===== src/hdl/assert_macros.svh =====
// Assertion macros used by the session RTL.
`ifndef ASSERT_MACROS_SVH
`define ASSERT_MACROS_SVH

// Checks an expression at every clock edge outside reset.
`define ASSERT_ALWAYS(label, clk, rstn, expr, msg) \
    label: assert property (@(posedge clk) disable iff (!rstn) (expr)) else $error(msg);

// Checks that an antecedent implies a consequent in the following cycle.
`define ASSERT_NEXT(label, clk, rstn, ante, cons, msg) \
    label: assert property (@(posedge clk) disable iff (!rstn) (ante) |=> (cons)) \
        else $error(msg);

`endif


===== src/hdl/tfts_pkg.sv =====
// Types and constants shared by the TFTP transfer session modules.
package tfts_pkg;

    localparam logic [15:0] DEFAULT_BLOCK = 16'd512;
    localparam logic [15:0] HEADER_BYTES  = 16'd4;
    localparam logic [15:0] OP_DATA       = 16'd3;
    localparam logic [15:0] OP_ACK        = 16'd4;
    localparam logic [3:0]  RETRY_CAP     = 4'd15;

    localparam int CFG_IDX_W  = 3;
    localparam int CFG_DATA_W = 32;

    localparam logic [CFG_IDX_W-1:0] CFG_DIRECTION   = 3'd0;
    localparam logic [CFG_IDX_W-1:0] CFG_BLOCK_SIZE  = 3'd1;
    localparam logic [CFG_IDX_W-1:0] CFG_MAX_RETRIES = 3'd2;
    localparam logic [CFG_IDX_W-1:0] CFG_CLIENT_IP   = 3'd3;
    localparam logic [CFG_IDX_W-1:0] CFG_CLIENT_PORT = 3'd4;

    typedef enum logic [1:0] {
        FN_START   = 2'd0,
        FN_CHUNK   = 2'd1,
        FN_PACKET  = 2'd2,
        FN_TIMEOUT = 2'd3
    } func_t;

    typedef enum logic [2:0] {
        ACT_DATA    = 3'd0,
        ACT_ACK     = 3'd1,
        ACT_OACK    = 3'd2,
        ACT_WRITE   = 3'd3,
        ACT_NEED    = 3'd4,
        ACT_DONE    = 3'd5,
        ACT_FAIL    = 3'd6,
        ACT_FOREIGN = 3'd7
    } action_t;

    typedef enum logic [6:0] {
        PH_IDLE       = 7'b0000001,
        PH_OPT_WAIT   = 7'b0000010,
        PH_NEED_CHUNK = 7'b0000100,
        PH_ACK_WAIT   = 7'b0001000,
        PH_RECEIVE    = 7'b0010000,
        PH_DONE       = 7'b0100000,
        PH_FAILED     = 7'b1000000
    } phase_t;

    typedef struct packed {
        logic [15:0] block_num;
        logic [15:0] opcode;
        logic [15:0] packet_len;
        logic [15:0] src_port;
        logic [31:0] src_ip;
        logic [15:0] chunk_len;
        func_t       func;
    } event_t;

    typedef struct packed {
        action_t     action;
        logic [15:0] out_block;
        logic [15:0] out_length;
    } result_t;

    // One event's worth of results; count is 1 to 3 for anything queued.
    typedef struct packed {
        logic [1:0]        count;
        result_t [2:0]     res;
    } bundle_t;

endpackage


===== src/hdl/tfts_front.sv =====
// Front end: configuration registers, session state and event classification.
module tfts_front
    import tfts_pkg::*;
(
    input  logic                  aclk,
    input  logic                  aresetn,
    input  logic                  cfg_valid,
    input  logic [CFG_IDX_W-1:0]  cfg_index,
    input  logic [CFG_DATA_W-1:0] cfg_data,
    input  logic                  ev_valid,
    input  logic                  ev_ready,
    input  event_t                ev,
    output logic                  push,
    output bundle_t               push_bundle
);

    logic        direction_reg;
    logic [15:0] block_size_reg;
    logic [3:0]  max_retries_reg;
    logic [31:0] client_ip_reg;
    logic [15:0] client_port_reg;

    phase_t      phase_reg, phase_next;
    logic [15:0] cur_block_reg, cur_block_next;
    logic [15:0] held_len_reg, held_len_next;
    logic [3:0]  retry_reg, retry_next;
    logic [15:0] acked_reg, acked_next;
    logic [15:0] peer_port_reg, peer_port_next;

    logic        non_default;
    logic        ip_match;
    logic        peer_learn;
    logic        peer_ok;
    logic        short_pkt;
    logic        held_short;
    logic [15:0] chunk_cut;
    logic [15:0] pay_len;
    logic [15:0] pay_cut;
    logic [3:0]  retry_inc;
    logic [15:0] prev_block;
    logic [15:0] next_block;
    bundle_t     bundle;

    always_ff @(posedge aclk) begin
        if (!aresetn) begin
            direction_reg   <= 1'b0;
            block_size_reg  <= DEFAULT_BLOCK;
            max_retries_reg <= 4'd5;
            client_ip_reg   <= 32'd0;
            client_port_reg <= 16'd0;
        end else if (cfg_valid) begin
            unique case (cfg_index)
                CFG_DIRECTION:   direction_reg   <= cfg_data[0];
                CFG_BLOCK_SIZE:  block_size_reg  <= cfg_data[15:0];
                CFG_MAX_RETRIES: max_retries_reg <= cfg_data[3:0];
                CFG_CLIENT_IP:   client_ip_reg   <= cfg_data[31:0];
                CFG_CLIENT_PORT: client_port_reg <= cfg_data[15:0];
                default: ;
            endcase
        end
    end

    assign non_default = block_size_reg != DEFAULT_BLOCK;
    assign ip_match    = ev.src_ip == client_ip_reg;
    assign peer_learn  = ip_match && (acked_reg == 16'd0) && (peer_port_reg == 16'd0);
    assign peer_ok     = peer_learn || (ip_match && ev.src_port == peer_port_reg);
    assign short_pkt   = ev.packet_len < HEADER_BYTES;
    assign held_short  = held_len_reg < block_size_reg;
    assign chunk_cut   = (ev.chunk_len > block_size_reg) ? block_size_reg : ev.chunk_len;
    assign pay_len     = ev.packet_len - HEADER_BYTES;
    assign pay_cut     = (pay_len > block_size_reg) ? block_size_reg : pay_len;
    assign retry_inc   = (retry_reg < RETRY_CAP) ? retry_reg + 4'd1 : retry_reg;
    assign prev_block  = cur_block_reg - 16'd1;
    assign next_block  = cur_block_reg + 16'd1;

    always_comb begin
        phase_next     = phase_reg;
        cur_block_next = cur_block_reg;
        held_len_next  = held_len_reg;
        retry_next     = retry_reg;
        acked_next     = acked_reg;
        peer_port_next = peer_port_reg;
        bundle         = '0;

        if (ev.func == FN_START) begin
            cur_block_next = 16'd1;
            held_len_next  = 16'd0;
            retry_next     = 4'd0;
            acked_next     = 16'd0;
            peer_port_next = client_port_reg;
            bundle.count   = 2'd1;
            if (!direction_reg) begin
                if (non_default) begin
                    phase_next           = PH_OPT_WAIT;
                    bundle.res[0].action = ACT_OACK;
                end else begin
                    phase_next              = PH_NEED_CHUNK;
                    bundle.res[0].action    = ACT_NEED;
                    bundle.res[0].out_block = 16'd1;
                end
            end else begin
                phase_next           = PH_RECEIVE;
                bundle.res[0].action = non_default ? ACT_OACK : ACT_ACK;
            end
        end else begin
            unique case (phase_reg)
                PH_OPT_WAIT: begin
                    if (ev.func == FN_TIMEOUT || (ev.func == FN_PACKET && short_pkt)) begin
                        phase_next           = PH_FAILED;
                        bundle.count         = 2'd1;
                        bundle.res[0].action = ACT_FAIL;
                    end else if (ev.func == FN_PACKET) begin
                        if (peer_learn) peer_port_next = ev.src_port;
                        bundle.count = 2'd1;
                        if (!peer_ok) begin
                            bundle.res[0].action = ACT_FOREIGN;
                        end else if (ev.opcode == OP_ACK && ev.block_num == 16'd0) begin
                            phase_next              = PH_NEED_CHUNK;
                            bundle.res[0].action    = ACT_NEED;
                            bundle.res[0].out_block = cur_block_reg;
                        end else begin
                            phase_next           = PH_FAILED;
                            bundle.res[0].action = ACT_FAIL;
                        end
                    end
                end
                PH_NEED_CHUNK: begin
                    if (ev.func == FN_CHUNK) begin
                        held_len_next            = chunk_cut;
                        retry_next               = 4'd0;
                        phase_next               = PH_ACK_WAIT;
                        bundle.count             = 2'd1;
                        bundle.res[0].action     = ACT_DATA;
                        bundle.res[0].out_block  = cur_block_reg;
                        bundle.res[0].out_length = chunk_cut;
                    end
                end
                PH_ACK_WAIT: begin
                    if (ev.func == FN_TIMEOUT) begin
                        retry_next   = retry_inc;
                        bundle.count = 2'd1;
                        if (retry_inc >= max_retries_reg) begin
                            phase_next           = held_short ? PH_DONE : PH_FAILED;
                            bundle.res[0].action = held_short ? ACT_DONE : ACT_FAIL;
                        end else begin
                            bundle.res[0].action     = ACT_DATA;
                            bundle.res[0].out_block  = cur_block_reg;
                            bundle.res[0].out_length = held_len_reg;
                        end
                    end else if (ev.func == FN_PACKET) begin
                        bundle.count             = 2'd1;
                        bundle.res[0].action     = ACT_DATA;
                        bundle.res[0].out_block  = cur_block_reg;
                        bundle.res[0].out_length = held_len_reg;
                        if (!short_pkt) begin
                            if (peer_learn) peer_port_next = ev.src_port;
                            if (!peer_ok) begin
                                // Flag the stranger, then resend the block anyway.
                                bundle.count             = 2'd2;
                                bundle.res[0]            = '0;
                                bundle.res[0].action     = ACT_FOREIGN;
                                bundle.res[1].action     = ACT_DATA;
                                bundle.res[1].out_block  = cur_block_reg;
                                bundle.res[1].out_length = held_len_reg;
                            end else if (ev.opcode == OP_ACK &&
                                         ev.block_num == cur_block_reg) begin
                                acked_next    = ev.block_num;
                                bundle.res[0] = '0;
                                if (held_short) begin
                                    phase_next           = PH_DONE;
                                    bundle.res[0].action = ACT_DONE;
                                end else begin
                                    cur_block_next          = next_block;
                                    phase_next              = PH_NEED_CHUNK;
                                    bundle.res[0].action    = ACT_NEED;
                                    bundle.res[0].out_block = next_block;
                                end
                            end
                        end
                    end
                end
                PH_RECEIVE: begin
                    if (ev.func == FN_PACKET && !short_pkt) begin
                        if (peer_learn) peer_port_next = ev.src_port;
                        if (!peer_ok) begin
                            bundle.count         = 2'd1;
                            bundle.res[0].action = ACT_FOREIGN;
                        end else if (ev.opcode == OP_DATA) begin
                            if (ev.block_num == cur_block_reg) begin
                                acked_next               = ev.block_num;
                                bundle.count             = 2'd2;
                                bundle.res[0].action     = ACT_WRITE;
                                bundle.res[0].out_block  = ev.block_num;
                                bundle.res[0].out_length = pay_cut;
                                bundle.res[1].action     = ACT_ACK;
                                bundle.res[1].out_block  = ev.block_num;
                                if (pay_cut < block_size_reg) begin
                                    phase_next           = PH_DONE;
                                    bundle.count         = 2'd3;
                                    bundle.res[2].action = ACT_DONE;
                                end else begin
                                    cur_block_next = next_block;
                                end
                            end else if (ev.block_num == prev_block) begin
                                bundle.count            = 2'd1;
                                bundle.res[0].action    = ACT_ACK;
                                bundle.res[0].out_block = ev.block_num;
                            end
                        end
                    end
                end
                PH_IDLE, PH_DONE, PH_FAILED: ;
                default: ;
            endcase
        end
    end

    always_ff @(posedge aclk) begin
        if (!aresetn) begin
            phase_reg     <= PH_IDLE;
            cur_block_reg <= 16'd1;
            held_len_reg  <= 16'd0;
            retry_reg     <= 4'd0;
            acked_reg     <= 16'd0;
            peer_port_reg <= 16'd0;
        end else if (ev_valid && ev_ready) begin
            phase_reg     <= phase_next;
            cur_block_reg <= cur_block_next;
            held_len_reg  <= held_len_next;
            retry_reg     <= retry_next;
            acked_reg     <= acked_next;
            peer_port_reg <= peer_port_next;
        end
    end

    assign push        = ev_valid && ev_ready && (bundle.count != 2'd0);
    assign push_bundle = bundle;

endmodule


===== src/hdl/tfts_queue.sv =====
// Short queue of result bundles between the front and back ends.
`include "assert_macros.svh"
module tfts_queue
    import tfts_pkg::*;
#(
    parameter int DEPTH = 4
) (
    input  logic    aclk,
    input  logic    aresetn,
    input  logic    push,
    input  bundle_t push_bundle,
    input  logic    pop,
    output bundle_t head,
    output logic    not_empty,
    output logic    full
);

    localparam int PTR_W = (DEPTH > 1) ? $clog2(DEPTH) : 1;
    localparam int CNT_W = $clog2(DEPTH + 1);
    localparam logic [PTR_W-1:0] LAST_PTR = PTR_W'(DEPTH - 1);
    localparam logic [CNT_W-1:0] FULL_CNT = CNT_W'(DEPTH);

    bundle_t          slot_reg [DEPTH];
    logic [PTR_W-1:0] wr_ptr_reg, rd_ptr_reg;
    logic [CNT_W-1:0] count_reg, count_next;

    always_ff @(posedge aclk) begin
        if (push) begin
            slot_reg[wr_ptr_reg] <= push_bundle;
        end
    end

    always_comb begin
        count_next = count_reg;
        if (push && !pop) count_next = count_reg + CNT_W'(1);
        else if (pop && !push) count_next = count_reg - CNT_W'(1);
    end

    always_ff @(posedge aclk) begin
        if (!aresetn) begin
            wr_ptr_reg <= '0;
            rd_ptr_reg <= '0;
            count_reg  <= '0;
        end else begin
            if (push) wr_ptr_reg <= (wr_ptr_reg == LAST_PTR) ? '0 : wr_ptr_reg + PTR_W'(1);
            if (pop)  rd_ptr_reg <= (rd_ptr_reg == LAST_PTR) ? '0 : rd_ptr_reg + PTR_W'(1);
            count_reg <= count_next;
        end
    end

    assign head      = slot_reg[rd_ptr_reg];
    assign not_empty = count_reg != '0;
    assign full      = count_reg == FULL_CNT;

    `ASSERT_ALWAYS(a_count_bound, aclk, aresetn, count_reg <= FULL_CNT, "queue count overflow")
    `ASSERT_ALWAYS(a_no_push_full, aclk, aresetn, !(push && full), "push into full queue")
    `ASSERT_ALWAYS(a_no_pop_empty, aclk, aresetn, !(pop && !not_empty), "pop from empty queue")
    `ASSERT_NEXT(a_push_lands, aclk, aresetn, push && !pop, not_empty, "pushed bundle lost")

endmodule


===== src/hdl/tfts_back.sv =====
// Back end: unpacks queued bundles into result words on the output stream.
module tfts_back
    import tfts_pkg::*;
(
    input  logic        aclk,
    input  logic        aresetn,
    input  bundle_t     head,
    input  logic        not_empty,
    output logic        pop,
    output logic        m_tvalid,
    input  logic        m_tready,
    output logic [31:0] m_tdata,
    output logic        m_tlast,
    output logic [7:0]  m_tuser
);

    bundle_t    cur_reg;
    logic       busy_reg;
    logic [1:0] idx_reg;
    logic       is_last;
    logic       taken;
    result_t    word;

    assign word    = cur_reg.res[idx_reg];
    assign is_last = idx_reg == (cur_reg.count - 2'd1);
    assign taken   = busy_reg && m_tready;
    // A new bundle loads when nothing is held or the last word of the held one leaves.
    assign pop     = not_empty && (!busy_reg || (taken && is_last));

    always_ff @(posedge aclk) begin
        if (pop) cur_reg <= head;
    end

    always_ff @(posedge aclk) begin
        if (!aresetn) begin
            busy_reg <= 1'b0;
            idx_reg  <= 2'd0;
        end else if (pop) begin
            busy_reg <= 1'b1;
            idx_reg  <= 2'd0;
        end else if (taken) begin
            if (is_last) begin
                busy_reg <= 1'b0;
                idx_reg  <= 2'd0;
            end else begin
                idx_reg <= idx_reg + 2'd1;
            end
        end
    end

    assign m_tvalid = busy_reg;
    assign m_tdata  = {word.out_length, word.out_block};
    assign m_tlast  = is_last;
    assign m_tuser  = {5'd0, word.action};

endmodule


===== src/hdl/tftp_transfer_session.sv =====
// Top level of the lock-step TFTP transfer session engine.
// Each event word (start, chunk ready, packet received, timeout) is taken by the
// front end, which updates the session and produces up to three result words;
// these wait in a queue of QUEUE_DEPTH events and leave the back end one word
// per cycle while m_tready is high, so a busy stream sustains one event per
// bundle of result words. s_tready drops only while the queue is full.
// Configuration writes are always taken. Direction and client port
// take effect at the next start, while block size, retry limit and peer address
// apply to the next event at once.
module tftp_transfer_session
    import tfts_pkg::*;
#(
    parameter int QUEUE_DEPTH = 4
) (
    input  logic                  aclk,
    input  logic                  aresetn,
    input  logic                  s_tvalid,
    output logic                  s_tready,
    // chunk_len[15:0], src_ip[47:16], src_port[63:48], packet_len[79:64],
    // opcode[95:80], block_num[111:96]
    input  logic [111:0]          s_tdata,
    // func[1:0]
    input  logic [7:0]            s_tuser,
    output logic                  m_tvalid,
    input  logic                  m_tready,
    // out_block[15:0], out_length[31:16]
    output logic [31:0]           m_tdata,
    output logic                  m_tlast,
    // action[2:0]
    output logic [7:0]            m_tuser,
    input  logic                  cfg_valid,
    output logic                  cfg_ready,
    input  logic [CFG_IDX_W-1:0]  cfg_index,
    input  logic [CFG_DATA_W-1:0] cfg_data
);

    event_t  ev;
    logic    push;
    bundle_t push_bundle;
    logic    pop;
    bundle_t head;
    logic    not_empty;
    logic    full;

    assign ev.func       = func_t'(s_tuser[1:0]);
    assign ev.chunk_len  = s_tdata[15:0];
    assign ev.src_ip     = s_tdata[47:16];
    assign ev.src_port   = s_tdata[63:48];
    assign ev.packet_len = s_tdata[79:64];
    assign ev.opcode     = s_tdata[95:80];
    assign ev.block_num  = s_tdata[111:96];

    assign s_tready  = !full;
    assign cfg_ready = 1'b1;

    tfts_front u_front (
        .aclk        (aclk),
        .aresetn     (aresetn),
        .cfg_valid   (cfg_valid),
        .cfg_index   (cfg_index),
        .cfg_data    (cfg_data),
        .ev_valid    (s_tvalid),
        .ev_ready    (s_tready),
        .ev          (ev),
        .push        (push),
        .push_bundle (push_bundle)
    );

    tfts_queue #(
        .DEPTH (QUEUE_DEPTH)
    ) u_queue (
        .aclk        (aclk),
        .aresetn     (aresetn),
        .push        (push),
        .push_bundle (push_bundle),
        .pop         (pop),
        .head        (head),
        .not_empty   (not_empty),
        .full        (full)
    );

    tfts_back u_back (
        .aclk      (aclk),
        .aresetn   (aresetn),
        .head      (head),
        .not_empty (not_empty),
        .pop       (pop),
        .m_tvalid  (m_tvalid),
        .m_tready  (m_tready),
        .m_tdata   (m_tdata),
        .m_tlast   (m_tlast),
        .m_tuser   (m_tuser)
    );

endmodule

===== config.mk =====
export PLATFORM = sky130hd
export DESIGN_NAME = tftp_transfer_session
export DESIGN_NICKNAME = d
export VERILOG_FILES = /design/src/hdl/tfts_pkg.sv /design/src/hdl/tfts_front.sv /design/src/hdl/tfts_queue.sv /design/src/hdl/tfts_back.sv /design/src/hdl/tftp_transfer_session.sv
export VERILOG_INCLUDE_DIRS = /design/src /design/src/hdl
export SDC_FILE = /design/constraint.sdc
export NUM_CORES = 1
export LEC_CHECK = 0
export ABC_AREA = 1
export BUFFER_PORTS_ARGS = -buffer_cell sky130_fd_sc_hd__buf_2
export CORE_AREA = 2 2 240 242
export CTS_CLUSTER_SIZE = 20
export DETAILED_ROUTE_END_ITERATION = 8
export DIE_AREA = 0 0 242 244
export GPL_TIMING_DRIVEN = 0
export SLEW_MARGIN = 0
export SYNTH_ARGS = -nofsm -noshare
export SYNTH_HDL_FRONTEND = slang
export SYNTH_SLANG_ARGS = --single-unit

===== constraint.sdc =====
create_clock -name aclk -period 22.7 [get_ports aclk]
set_input_delay 4.54 -clock aclk [delete_from_list [all_inputs] [get_ports aclk]]
set_output_delay 4.54 -clock aclk [all_outputs]
set_load 0.01 [all_outputs]

* After elaboration in Yosys (flattened, before gate mapping) *
Memories as Yosys holds them, arrays and structs flattened. A register that Yosys moved wholly into a read port is not among the register bits.
Cells that the tools add are included.

operators by class
  add/subtract/negate cells = 10
  $mul = 0
  divide/modulo/power cells = 0
  $lt $le $gt $ge = 8
  eq/ne operators = 45
  shift operators = 0
  mux-type cells = 139
  bitwise operators = 1
  reductions and logical operators = 51

operators by type and width
  kind                   number
  $mux 16                42
  $mux 35                8
  $mux 70                2
  $mux 7                 19
  $mux 32                4
  $mux 19                6
  $pmux 16 s3            2
  $pmux 19 s4            1
  $bmux 35 s2            1
  $pmux 16 s2            2
  $eq 16x16->1           3
  $logic_not 16->1       3
  $mux 3                 13
  $pmux 19 s2            1
  $mux 17                2
  $ne 3x1->1 const B     11
  $eq 32x32->1           1
  $gt 16x16->1           2
  $lt 16x16->1           2
  $mux 2                 14
  $pmux 7 s4             1
  $mux 4                 5
  $ne 4x1->1 const B     5
  $add 16x1->16 const B  1
  51 further kinds       103

storage, ports and cells
  register bits after elaboration = 186
  bits in latches = 0
  RAM bits = 300
  memory bits (read-only) = 0
  input bits = 160
  output and inout port bits = 44
  logic and storage cells = 273
  memories kept = 1

memories
  memory            depth  bits a word  read ports  clocked after memory_dff  write ports  RTL line          source
  u_queue.slot_reg  4      75           1           1                         1            tfts_queue.sv:23  bundle_t slot_reg [DEPTH];

* Depth between registers and ports, before layout *
  depth in word-level cells = 17
  mapped depth = 41

* Hierarchy *
Synthesis repeated with hierarchy kept, for this count alone.

unflattened totals
  cells, all modules = 3322
  area total of the unflattened synthesis = 32692.6 um2

by module, submodules not included
  module                 times used  cells each  area an instance (um2)
  tfts_queue             1           1095        16311.9
  tfts_front             1           1918        12137.9
  tfts_back              1           306         4227.8
  tftp_transfer_session  1           3           15.0

* Worst setup path after synthesis *
No wires, ideal clock.

  kind = input to register
  from = in s_tdata[66]
  to = mem u_queue.slot_reg[0][0] (netlist bit) (enable)
  setup time = 501 ps
  data arrival time = 11289 ps
  path slack = 10910 ps
  cell stages on the path = 26
  path buffers = 1
  cells stage by stage = inv_1 nand2_1 nor3_1 nor3b_1 nand2_1 nor2_1 nand3_1 xor2_1 ha_1 nand2_1 nor3_1 nand3_1 nand2_1 clkbuf_1 nand2_1 o21ai_0 ha_1 a21oi_1 nor2_1 a2111oi_0 nand2_1 nand2_1 nand2_1 nand3_2 nand2_1 nor2_1

between the ends
  longest elaborated chain between the ends = 15
  elaborated cells between the ends (all ways) = 24

ends and longest elaborated chain
  element                           RTL line                     source
  from (decl)                       tftp_transfer_session.sv:21  input logic [111:0] s_tdata,
  $sub 16x3->16                     tfts_front.sv:70             assign pay_len = ev.packet_len - HEADER_BYTES;
  $gt 16x16->1                      tfts_front.sv:71             assign pay_cut = (pay_len > block_size_reg) ? block_size_reg : pay_len;
  $mux 16                           tfts_front.sv:71
  $lt 16x16->1                      tfts_front.sv:197            if (pay_cut < block_size_reg) begin
  $mux 4                            tfts_front.sv:197
  $mux 2                            tfts_front.sv:189            if (ev.block_num == cur_block_reg) begin
  $mux 5                            tfts_front.sv:188            end else if (ev.opcode == OP_DATA) begin
  $mux 2                            tfts_front.sv:185            if (!peer_ok) begin
  $mux 5                            tfts_front.sv:183            if (ev.func == FN_PACKET && !short_pkt) begin
  $pmux 2 s4 (*)                    tfts_front.sv:106            unique case (phase_reg)
  $mux 2 (*)                        tfts_front.sv:85             if (ev.func == FN_START) begin
  $reduce_bool 2->1 (*)             tfts_front.sv:236            assign push = ev_valid && ev_ready && (bundle.count != 2'd0);
  $logic_and 1x1->1 (*)             tfts_front.sv:236
  $mux 1 (*)                        tfts_queue.sv:28             if (push) begin
  $mux 1 (not written as such) (*)  tfts_queue.sv:29             slot_reg[wr_ptr_reg] <= push_bundle;
  to (decl)                         tfts_queue.sv:23

Every way passes the cells marked *; elsewhere a longest branch is shown, timed or not.

* Worst setup path after layout *
  from = in s_tdata[66]
  to = mem u_queue.slot_reg[2][22] (netlist bit) (enable)

The elaborated chain is that of the path after synthesis.

==> results.rst <==
.. list-table::
   :header-rows: 1

   * - Metric
     - Value
   * - Post-route fraction of the period consumed by the critical path
     - 0.495
   * - Number of nets in the layout
     - 3215
   * - Global placer's final weighted congestion
     - 0.921
   * - Crit path launch
     - s_tdata[66]
   * - Worst Reg-to-Reg Cells
     - 22
   * - Synth Cell Area
     - 25200 sq um
   * - Worst slew margin
     - 0.256
   * - Clock Skews
     - 0.0248 ns
   * - Die area
     - 59000 sq um
   * - Worst vdd ir
     - 0.0000613 V
   * - Synthesized instance count
     - 2710
   * - Via density per instance
     - 5.50
   * - Clock period minus final worst setup slack
     - 11.23 ns
   * - Count of clock tree sinks
     - 509
   * - Die Span X
     - 242 um
   * - Clk pin slew, worst setup/hold paths
     - 0.06 ns
   * - Post-synthesis area per instance
     - 9.28 sq um
   * - FF+latch count, synth
     - 509
   * - Reg2reg setup slack
     - 16.55 ns
   * - Boundary pin count
     - 204
   * - Class of the most critical setup path
     - in2reg
   * - Clock Tree Buf Depth
     - 3
   * - Worst flop-to-flop path startpoint
     - u_front.block_size_reg[15]
   * - Die Ht
     - 244 um
   * - Power density normalized to cell area
     - 91.5 nW/um^2
   * - Sequential area share after synthesis
     - 0.546
   * - Area growth from synthesis to layout
     - 16.1%
   * - Half-perimeter wire length after placement
     - 56900 um
   * - Slowest stage delay, CP
     - 0.86 ns
   * - Final number of hold-violating endpoints
     - 0
   * - Hold crit path type
     - reg2reg
   * - Final-layout worst hold slack
     - 0.459 ns
   * - Number of global-route vias before repair
     - 20.4k
   * - CP endpoint kind
     - register
   * - Final number of setup-violating endpoints
     - 0
   * - Main flop type after synthesis
     - sky130_fd_sc_hd__edfxtp_1
   * - Commonest cells post-synth
     - 401 x sky130_fd_sc_hd__nor2_1, 355 x sky130_fd_sc_hd__edfxtp_1, 349 x sky130_fd_sc_hd__nand2_1
   * - Detailed-router iteration count before antenna repair
     - 5
   * - Pins over their slew limit
     - 0
   * - Share of cells above drive strength 1
     - 0.129
   * - Clock buffer count from CTS
     - 54
   * - Post-DRT Antenna Nets
     - 0
   * - Largest fanout on the critical path
     - 25
   * - Flip-flop count of the largest register, all copies and words added
     - 284
   * - Detailed-route wire length per cell
     - 20.4 um
   * - CTS tree
     - done
   * - Global route overflow
     - 0
   * - Critical-path cell with the highest stage delay
     - sky130_fd_sc_hd__a2111oi_0
   * - GR Util All Layers
     - 0.256
   * - Count of buffers inserted at the top-level ports
     - 191
   * - Post-CTS setup buffer count
     - 0
   * - Core footprint
     - 56200 sq um
   * - Setup repair after global routing missed its margin
     - false
   * - Clk root buf
     - sky130_fd_sc_hd__clkbuf_16
   * - Share of flip-flops with an asynchronous set or reset
     - 0
   * - Drt total wl
     - 76900 um
   * - Least-Margin Pin Slew
     - 1.09 ns
   * - Outcome
     - finished clean
   * - Total of warnings raised by yosys
     - 0
   * - Most common cell in the synthesized netlist
     - sky130_fd_sc_hd__nor2_1
   * - Total number of vias
     - 20.8k
   * - Critical path destination
     - u_queue.slot_reg[2][22]
   * - # DRC
     - 0
   * - Worst r2r dst
     - u_queue.slot_reg[2][22]
   * - Synth top area cells
     - sky130_fd_sc_hd__edfxtp_1 42%, sky130_fd_sc_hd__dfxtp_1 12%, sky130_fd_sc_hd__o21ai_0 6.6%
   * - Clock latency of the later-clocked register in the worst-skew pair
     - 0.62 ns
   * - Level count of the clock H-tree
     - 2
   * - CTS hold repair buffers
     - 0
   * - Largest area contributor in the synthesized netlist
     - sky130_fd_sc_hd__edfxtp_1
   * - First-pass GRT wire length
     - 117000 um
   * - Setup TNS
     - 0 ns
   * - Total of cells resized after clock tree synthesis
     - 0
   * - Core Rows
     - 87
   * - Maximum number of pins on one net before global-route repair
     - 37
   * - Data required time of the worst path
     - 23.00 ns
   * - Initial Util
     - 0.448
   * - Arrival time worst endpoint
     - 11.53 ns
   * - Library cells used by synthesis
     - 65
   * - Cell type with the highest occurrence count on the critical path
     - sky130_fd_sc_hd__nand2_1
   * - Initial antenna violation count
     - 9
   * - Top cell type's share of synthesized area
     - 0.424
   * - Count of flip-flops with a built-in enable after synthesis
     - 355
   * - Number of max-cap violations
     - 0
   * - Leakage dissipation
     - 10.9 nW
   * - 1st-iter DRT viols
     - 1702
   * - Startpoint type of the worst setup path
     - primary input
   * - Max Clock Freq
     - 89.1 MHz
   * - Final Power
     - 2.67 mW
## cell type report
class	instances	area, sq um
plain buffers	147	656
fillers	5212	27000
well taps	756	946
repair buffers	203	1240
flip-flops and latches	509	13700
diodes	3	7.51
clock inverters	16	219
inverters	220	833
multi-input cells	1838	9970
clock buffers	85	1590
## layout by cell type, fill, tap and decap left out, types with 55 or more instances in the layout
master,instances
sky130_fd_sc_hd__nor2_1,397
sky130_fd_sc_hd__edfxtp_1,355
sky130_fd_sc_hd__nand2_1,349
sky130_fd_sc_hd__o21ai_0,334
sky130_fd_sc_hd__buf_2,208
sky130_fd_sc_hd__inv_1,201
sky130_fd_sc_hd__a21oi_1,190
sky130_fd_sc_hd__dfxtp_1,154
sky130_fd_sc_hd__clkbuf_1,127
sky130_fd_sc_hd__nand3_1,88
sky130_fd_sc_hd__o22ai_1,87
sky130_fd_sc_hd__ha_1,81
sky130_fd_sc_hd__clkbuf_16,55
## how the worst min path moves through the flow
stage                                           from                    endpoint  slack, ns  cells after the start
after global routing      u_front.max_retries_reg[3]  u_front.max_retries_reg[3]       0.48                      2
after global placement     u_front.client_ip_reg[30]   u_front.client_ip_reg[30]       0.44                      2
final                      u_front.client_ip_reg[18]   u_front.client_ip_reg[18]       0.46                      2
after floorplan           u_front.max_retries_reg[1]  u_front.max_retries_reg[1]       0.44                      2
after CTS                  u_front.client_ip_reg[23]   u_front.client_ip_reg[23]       0.46                      2
after detailed placement   u_front.client_ip_reg[23]   u_front.client_ip_reg[23]       0.45                      2
## per-layer routing
metal	track usage	part of all wire
met1	0.341	0.43
met2	0.430	0.47
met3	0.0442	0.068
met4	0.0753	0.026
met5	0	0.00090
## critical path, delay by kind of cell
kind                     cells  cell delay [ns]
AND/OR/NAND/NOR             18             3.55
buffers and inverters        6             1.21
adder cells (fa/ha/maj)      3             0.80
XOR/XNOR                     1             0.17
AO/OA/AOI/OAI                3             1.21
## cells by family (layout without fill, tap and decap cells)
family / Yosys count / in the layout / synth area share
flops: 509 / 509 / 0.546
fa+ha+maj: 82 / 82 / 0.0411
xor+xnor: 87 / 87 / 0.0315
compound gates: 695 / 695 / 0.154
simple gates: 953 / 953 / 0.162
mux: 15 / 15 / 0.00597
buf+inv: 367 / 671 / 0.0591
other cells: 2 / 9 / 0.000299
## metrics by stage
stage,area [sq um],std cells,worst slack [ns],util
2_1_floorplan,25200,2714,10.91,-
3_3_place_gp,27100,3661,6.47,0.482
3_5_place_dp,27400,3673,10.78,0.488
4_1_cts,29200,3774,11.39,0.520
5_1_grt,29200,3776,10.93,0.520
6_report,29200,3777,11.47,0.520
## where the power goes
part	switching [mW]	internal [mW]	total, mW
Combinational	0.439	0.187	0.626
Clock	0.373	0.517	0.890
Sequential	0.0343	1.12	1.16
Note: power is estimated with default switching activity, not from simulation.
